### config.mk
export PLATFORM = sky130hd
export DESIGN_NAME = smd_vertex
export DESIGN_NICKNAME = d
export VERILOG_FILES = /design/src/hdl/smd_pkg.sv /design/src/hdl/smd_isqrt.sv /design/src/hdl/smd_div.sv /design/src/hdl/smd_vertex.sv
export SDC_FILE = /design/constraint.sdc
export NUM_CORES = 2
export LEC_CHECK = 0
export BUFFER_PORTS_ARGS = -buffer_cell sky130_fd_sc_hd__buf_2
export CAP_MARGIN = 20
export CORE_MARGIN = 2
export CORE_UTILIZATION = 59
export DETAILED_ROUTE_END_ITERATION = 10
export PLACE_DENSITY = 0.79
export SYNTH_ARGS = -nofsm -noshare
export SYNTH_HDL_FRONTEND = slang
export SYNTH_SLANG_ARGS = --single-unit
### constraint.sdc
create_clock -name clk -period 10.3 [get_ports clk]
set_input_delay 1.03 -clock clk [delete_from_list [all_inputs] [get_ports clk]]
set_output_delay 1.03 -clock clk [all_outputs]
set_load 0.01 [all_outputs]
### src/hdl/smd_pkg.sv
// smd_pkg: word types, constants and state enums for the sphere midpoint subdivider.
// No dependencies; used by smd_vertex, sphere_midpoint_subdivider_top and smd_checker.
package smd_pkg;

  localparam int INDEX_BITS = 20;
  localparam int CFG_INDEX_BITS = 2;
  localparam logic [15:0] NORM_ONE = 16'd16384;

  localparam logic [CFG_INDEX_BITS-1:0] CFG_RADIUS = 2'd0;
  localparam logic [CFG_INDEX_BITS-1:0] CFG_VERTEX_BASE = 2'd1;
  localparam logic [CFG_INDEX_BITS-1:0] CFG_TRIANGLE_COUNT = 2'd2;

  localparam logic [2:0] SLOT_VERT_LAST = 3'd2;
  localparam logic [2:0] SLOT_TOP = 3'd3;
  localparam logic [2:0] SLOT_LEFT = 3'd4;
  localparam logic [2:0] SLOT_RIGHT = 3'd5;
  localparam logic [2:0] SLOT_CENTRE = 3'd6;

  localparam logic KIND_VERTEX = 1'b0;
  localparam logic KIND_TRIANGLE = 1'b1;

  typedef struct packed {
    logic signed [31:0] ax;
    logic signed [31:0] ay;
    logic signed [31:0] az;
    logic signed [31:0] bx;
    logic signed [31:0] by;
    logic signed [31:0] bz;
    logic signed [31:0] cx;
    logic signed [31:0] cy;
    logic signed [31:0] cz;
    logic [INDEX_BITS-1:0] index_a;
    logic [INDEX_BITS-1:0] index_b;
    logic [INDEX_BITS-1:0] index_c;
  } in_word_t;

  typedef struct packed {
    logic kind;
    logic signed [31:0] pos_x;
    logic signed [31:0] pos_y;
    logic signed [31:0] pos_z;
    logic signed [15:0] norm_x;
    logic signed [15:0] norm_y;
    logic signed [15:0] norm_z;
    logic [INDEX_BITS-1:0] tri_first;
    logic [INDEX_BITS-1:0] tri_second;
    logic [INDEX_BITS-1:0] tri_third;
    logic last;
    logic pass_done;
  } out_word_t;

  typedef enum logic [1:0] {
    ST_IDLE, ST_START, ST_WAIT, ST_EMIT
  } top_state_t;

  typedef enum logic [3:0] {
    V_IDLE, V_SHIFT, V_SQ, V_ROOTGO, V_ROOT, V_DIVGO, V_DIV, V_SCALE, V_DONE
  } vert_state_t;

endpackage

### src/hdl/smd_isqrt.sv
// smd_isqrt: bit-serial floor square root of a 62-bit value, two radicand bits a cycle.
// Standalone; used by smd_vertex.
module smd_isqrt (
  input  logic        clk,
  input  logic        rst,
  input  logic        start,
  input  logic [61:0] radicand,
  output logic        done,
  output logic [30:0] root
);

  logic [61:0] s;
  logic [33:0] rem;
  logic [4:0]  cnt;
  logic        busy;
  logic [33:0] rem2;
  logic [33:0] trial;
  logic        ge;

  assign rem2  = {rem[31:0], s[61:60]};
  assign trial = {1'b0, root, 2'b01};
  assign ge    = rem2 >= trial;

  always_ff @(posedge clk) begin
    if (rst) begin
      busy <= 1'b0;
      done <= 1'b0;
      cnt  <= '0;
    end else begin
      done <= 1'b0;
      if (start) begin
        busy <= 1'b1;
        cnt  <= 5'd31;
      end else if (busy) begin
        cnt <= cnt - 5'd1;
        if (cnt == 5'd1) begin
          busy <= 1'b0;
          done <= 1'b1;
        end
      end
    end
  end

  always_ff @(posedge clk) begin
    if (start) begin
      s    <= radicand;
      rem  <= '0;
      root <= '0;
    end else if (busy) begin
      s    <= {s[59:0], 2'b00};
      rem  <= ge ? rem2 - trial : rem2;
      root <= {root[29:0], ge};
    end
  end

endmodule

### src/hdl/smd_div.sv
// smd_div: restoring divider, one quotient bit a cycle, 16-bit quotient.
// Standalone; used by smd_vertex. Caller guarantees num < den * 2^16.
module smd_div (
  input  logic        clk,
  input  logic        rst,
  input  logic        start,
  input  logic [44:0] num,
  input  logic [30:0] den,
  output logic        done,
  output logic [15:0] quot
);

  logic [31:0] r;
  logic [15:0] nl;
  logic [30:0] d;
  logic [4:0]  cnt;
  logic        busy;
  logic [32:0] r2;
  logic        ge;

  assign r2 = {r, nl[15]};
  assign ge = r2 >= {2'b00, d};

  always_ff @(posedge clk) begin
    if (rst) begin
      busy <= 1'b0;
      done <= 1'b0;
      cnt  <= '0;
    end else begin
      done <= 1'b0;
      if (start) begin
        busy <= 1'b1;
        cnt  <= 5'd16;
      end else if (busy) begin
        cnt <= cnt - 5'd1;
        if (cnt == 5'd1) begin
          busy <= 1'b0;
          done <= 1'b1;
        end
      end
    end
  end

  always_ff @(posedge clk) begin
    if (start) begin
      r    <= {3'b000, num[44:16]};
      nl   <= num[15:0];
      d    <= den;
      quot <= '0;
    end else if (busy) begin
      r    <= ge ? 32'(r2 - {2'b00, d}) : r2[31:0];
      nl   <= {nl[14:0], 1'b0};
      quot <= {quot[14:0], ge};
    end
  end

endmodule

### src/hdl/smd_vertex.sv
// smd_vertex: normalises one midpoint to a Q2.14 normal and scales it by the radius.
// Depends on smd_pkg, smd_isqrt and smd_div.
module smd_vertex (
  input  logic               clk,
  input  logic               rst,
  input  logic               start,
  input  logic [2:0][31:0]   mid,
  input  logic [30:0]        radius,
  output logic               done,
  output logic [2:0][31:0]   pos,
  output logic [2:0][15:0]   nrm
);

  smd_pkg::vert_state_t state, state_next;

  logic [2:0][31:0] u;
  logic [2:0]       neg;
  logic [31:0]      big;
  logic [61:0]      s;
  logic [30:0]      len;
  logic [14:0]      n;
  logic [1:0]       k;

  logic [2:0][31:0] mag;
  logic [31:0]      mag_max;
  logic             root_start, root_done, div_start, div_done;
  logic [30:0]      root;
  logic [15:0]      quot;
  logic [44:0]      num;
  logic [45:0]      prod;
  logic [31:0]      p;
  logic [59:0]      sq;

  always_comb begin
    for (int i = 0; i < 3; i++) begin
      mag[i] = mid[i][31] ? 32'(-mid[i]) : mid[i];
    end
    mag_max = (mag[0] > mag[1]) ? mag[0] : mag[1];
    mag_max = (mag[2] > mag_max) ? mag[2] : mag_max;
  end

  assign sq   = u[k][29:0] * u[k][29:0];
  assign num  = {1'b0, u[k][29:0], 14'd0} + {15'd0, len[30:1]};
  assign prod = n * radius;
  assign p    = 32'((prod + 46'd8192) >> 14);

  smd_isqrt u_isqrt (
    .clk(clk), .rst(rst), .start(root_start), .radicand(s), .done(root_done), .root(root)
  );

  smd_div u_div (
    .clk(clk), .rst(rst), .start(div_start), .num(num), .den(len), .done(div_done),
    .quot(quot)
  );

  always_ff @(posedge clk) begin
    if (rst) begin
      state <= smd_pkg::V_IDLE;
    end else begin
      state <= state_next;
    end
  end

  always_comb begin
    state_next = state;
    root_start = 1'b0;
    div_start  = 1'b0;
    done       = 1'b0;
    unique case (state)
      smd_pkg::V_IDLE: begin
        if (start) begin
          state_next = (mag_max == '0) ? smd_pkg::V_DONE : smd_pkg::V_SHIFT;
        end
      end
      smd_pkg::V_SHIFT: begin
        if (big[31:30] == 2'b00 && big[29]) begin
          state_next = smd_pkg::V_SQ;
        end
      end
      smd_pkg::V_SQ: begin
        if (k == 2'd2) begin
          state_next = smd_pkg::V_ROOTGO;
        end
      end
      smd_pkg::V_ROOTGO: begin
        root_start = 1'b1;
        state_next = smd_pkg::V_ROOT;
      end
      smd_pkg::V_ROOT: begin
        if (root_done) begin
          state_next = smd_pkg::V_DIVGO;
        end
      end
      smd_pkg::V_DIVGO: begin
        div_start  = 1'b1;
        state_next = smd_pkg::V_DIV;
      end
      smd_pkg::V_DIV: begin
        if (div_done) begin
          state_next = smd_pkg::V_SCALE;
        end
      end
      smd_pkg::V_SCALE: begin
        state_next = (k == 2'd2) ? smd_pkg::V_DONE : smd_pkg::V_DIVGO;
      end
      smd_pkg::V_DONE: begin
        done       = 1'b1;
        state_next = smd_pkg::V_IDLE;
      end
      default: begin
        state_next = smd_pkg::V_IDLE;
      end
    endcase
  end

  always_ff @(posedge clk) begin
    unique case (state)
      smd_pkg::V_IDLE: begin
        if (start) begin
          u   <= mag;
          big <= mag_max;
          for (int i = 0; i < 3; i++) begin
            neg[i] <= mid[i][31];
          end
          pos <= '0;
          nrm <= '0;
        end
      end
      smd_pkg::V_SHIFT: begin
        if (big[31:30] != 2'b00) begin
          for (int i = 0; i < 3; i++) begin
            u[i] <= u[i] >> 1;
          end
          big <= big >> 1;
        end else if (!big[29]) begin
          for (int i = 0; i < 3; i++) begin
            u[i] <= u[i] << 1;
          end
          big <= big << 1;
        end else begin
          k <= '0;
          s <= '0;
        end
      end
      smd_pkg::V_SQ: begin
        s <= s + 62'(sq);
        k <= k + 2'd1;
      end
      smd_pkg::V_ROOT: begin
        if (root_done) begin
          len <= root;
          k   <= '0;
        end
      end
      smd_pkg::V_DIV: begin
        if (div_done) begin
          n <= (quot > smd_pkg::NORM_ONE) ? smd_pkg::NORM_ONE[14:0] : quot[14:0];
        end
      end
      smd_pkg::V_SCALE: begin
        nrm[k] <= neg[k] ? 16'(-{1'b0, n}) : {1'b0, n};
        pos[k] <= neg[k] ? 32'(-p) : p;
        k      <= k + 2'd1;
      end
      default: begin
      end
    endcase
  end

endmodule

==> flow_summary.yaml <==
outcome:
  status: "finished, final reports clean"
timing:
  slew_headroom_pct: 23.6
  layout_worst_path_cycle_share_pct: 96.6
  fin_skew_ns: 0.0529
  period_minus_slack_ns: 9.95
  rsz0062_at_grt: "false"
  timing.fmax_mhz: 101
  hold_violations: 0
  worstMarginPinSlew_ns: 1.15
  drv_slew: 0
  setup_viol: 0
  fin_tns_setup_ns: 0
floorplanning:
  die_y_um: 367
  rows: 133
  core_area_um2: 131000
  ios: 275
  die_area_um2: 135000
  die_w_um: 367
  initial_core_util_pct: 59.3
critical_path:
  required_ns: 10.69
  critPathMaxFanout: 19
  r2r_slack_ns: 0.35
  crit_top_cell: "inv_1"
  worstPathArrival_ns: 10.34
  crit_buf_inv: 12
  slowest_stage: "a21oi_2"
  crit_path_end_kind: "flip-flop"
  cpPeakStageDelay_ns: 0.68
  cp-start-kind: "flip-flop"
  critical-path-top-delay-family: "adder cells"
  critPathKind: "flip-flop to flip-flop"
clock_network:
  cts_tree: "yes"
  h-tree-depth: 3
  cts_buffer_depth: 3
  path_clk_slew_ns: 0.06
  cts_root_buffer: "clkbuf_16"
  cts.sinks: 623
  numCtsBuffers: 72
  clk_latency_ns: 0.73
synth:
  synth_top_area_share_pct: 29.1
  synth-edff-count: 523
  yosysTopAreaCell: "fa_1"
  synth-seq-area-share_pct: 22.8
  synth_fp_nets: 10300
  synth_warnings: 0
  yosysUniqueCellTypes: 85
  postSynth.asyncResetShare_pct: 0
  syn_area_um2: 77700
  avgSynthCellArea_um2: 9.16
  synthCells: 8480
  synth_ff_type: "edfxtp_1"
  ys_ff_latch: 623
  synth.area.top_cells: "fa_1 (29%), edfxtp_1 (20%), ha_1 (8.5%)"
global_routing:
  grt_use_total_pct: 33.8
  antenna_found_initial: 8
  grt_use_met3_pct: 7.28
  use_met2_pct: 53.9
  grt_pass1_vias: 63900
  busiest_layer: "met2"
  use_met1_pct: 44.8
  grt_pass1_wl_um: 356000
  grt_overflow: 0
  grt_max_degree: 109
route:
  vias: 62000
  ant_nets: 0
  routed_via_density: 5.95
  drt_iter0_markers: 6652
  routed_wl_um: 225000
  dr.pass1.iters: 8
  drc: 0
  wl_per_cell_um: 21.6
worst_hold_path:
  min_path_type: "flip-flop to flip-flop"
placed_design:
  place_hpwl_um: 175000
  portBuffers: 274
  place_congestion: 1.01
finish:
  synthToLayoutAreaGrowth_pct: 7.93
  layout-drive-gt1-share_pct: 7.72
  final_net_count: 10400
  fill_cells: 10600
job:
  max-cap-violations: 0
[layout make-up]
class / count / area, um^2 / area share, %
Antenna cell: 7 / 17.5 / 0.0209
Clock buffer: 82 / 1880 / 2.24
Clock inverter: 50 / 567 / 0.676
Inverter: 1570 / 5900 / 7.04
Multi-Input combinational cell: 5883 / 52800 / 62.9
Sequential cell: 623 / 17700 / 21.1
Tap cell: 1755 / 2200 / 2.62
Timing Repair Buffer: 449 / 2820 / 3.37
[flip-flops by register name (all words and copies together), names as in the netlist, 15 cells and up]
name / cells
pos: 96
u: 96
s: 62
u_isqrt.s: 62
nrm: 48
big: 32
u_div.r: 32
u_isqrt.rem: 32
len: 31
u_div.d: 31
u_isqrt.root: 31
u_div.nl: 16
u_div.quot: 16
n: 15
[routing by layer]
metal,part of all wire [%],vias up
li1,-,27600
met4,4.8,2
met1,39,30500
met2,46,3227
met3,9.9,666
met5,0.0089,-
[final timing paths]
check | from | to | cells after the start
worst max-delay path | k[1] | s[50] | 36
worst min-delay path | len[0] | u_div.d[0] | 0
worst min register to register | len[0] | u_div.d[0] | 0
worst max register to register | k[1] | s[50] | 36
[metrics by stage]
stage	cell area [um^2]	hold WS (ns)	cells	utilization [%]	setup slack, ns
2_1_floorplan	77700	0.400	8480	-	0.232
3_3_place_gp	81200	0.417	10300	61.9	0.216
3_5_place_dp	81200	0.415	10300	62.0	0.0982
4_1_cts	83700	0.428	10400	63.8	0.0153
5_1_grt	83900	0.432	10400	64.0	0.0177
6_report	83900	0.427	10400	64.0	0.352
[logic make-up after synthesis]
| kind of cell | synth area share (%) |
|---|---|
| muxes | 1.63 |
| buffers and inverters | 9.58 |
| AOI/OAI and AO/OA | 10.6 |
| and+or+nand+nor | 14.4 |
| adders and majority gates | 37.6 |
| DFF | 22.8 |
| xor gates and xnor gates | 3.30 |
[cell usage after synthesis, types with 100 or more instances]
master    count
ha_1        530
nand2_1    1127
fa_1       1130
dfxtp_1     100
a21o_1      118
nor2_1      740
and2_1      178
clkbuf_1    371
mux2i_1     124
a21oi_1     322
o21ai_0     229
edfxtp_1    523
inv_1      1556
a211oi_1    195
xnor2_1     172
xor2_1      121
[layout by cell type, fill, tap and decap left out, types with 20 or more instances in the layout]
master	netlist	routed
a2111oi_0	20	20
a211oi_1	195	195
a21o_1	118	117
a21oi_1	322	308
a31oi_1	95	94
and2_1	178	177
and3_1	55	55
buf_2	8	274
buf_4	1	165
clkbuf_16	0	73
clkinv_1	14	23
dfxtp_1	100	99
edfxtp_1	523	523
fa_1	1130	1130
ha_1	530	527
inv_1	1556	1553
mux2i_1	124	124
nand2_1	1127	1124
nand2b_1	30	30
nand3_1	66	63
nand4_1	57	57
nor2_1	740	736
nor2b_1	31	31
nor3_1	81	80
nor3b_1	22	22
nor4_1	29	28
o211ai_1	39	39
o21a_1	41	41
o21ai_0	229	227
o21bai_1	20	20
o31ai_1	33	32
or2_2	27	25
or3_1	24	24
or4_1	20	20
xnor2_1	172	172
xor2_1	121	121
[repair_timing]
item,CTS,global route
buffers inserted,0,5
gates resized for setup,0,7
hold buffers,0,0
setup endpoints to repair,0,15
Power is left out: the tool's default activity adds up to more than one toggle a clock period on the data nets, which glitch-free logic cannot reach.
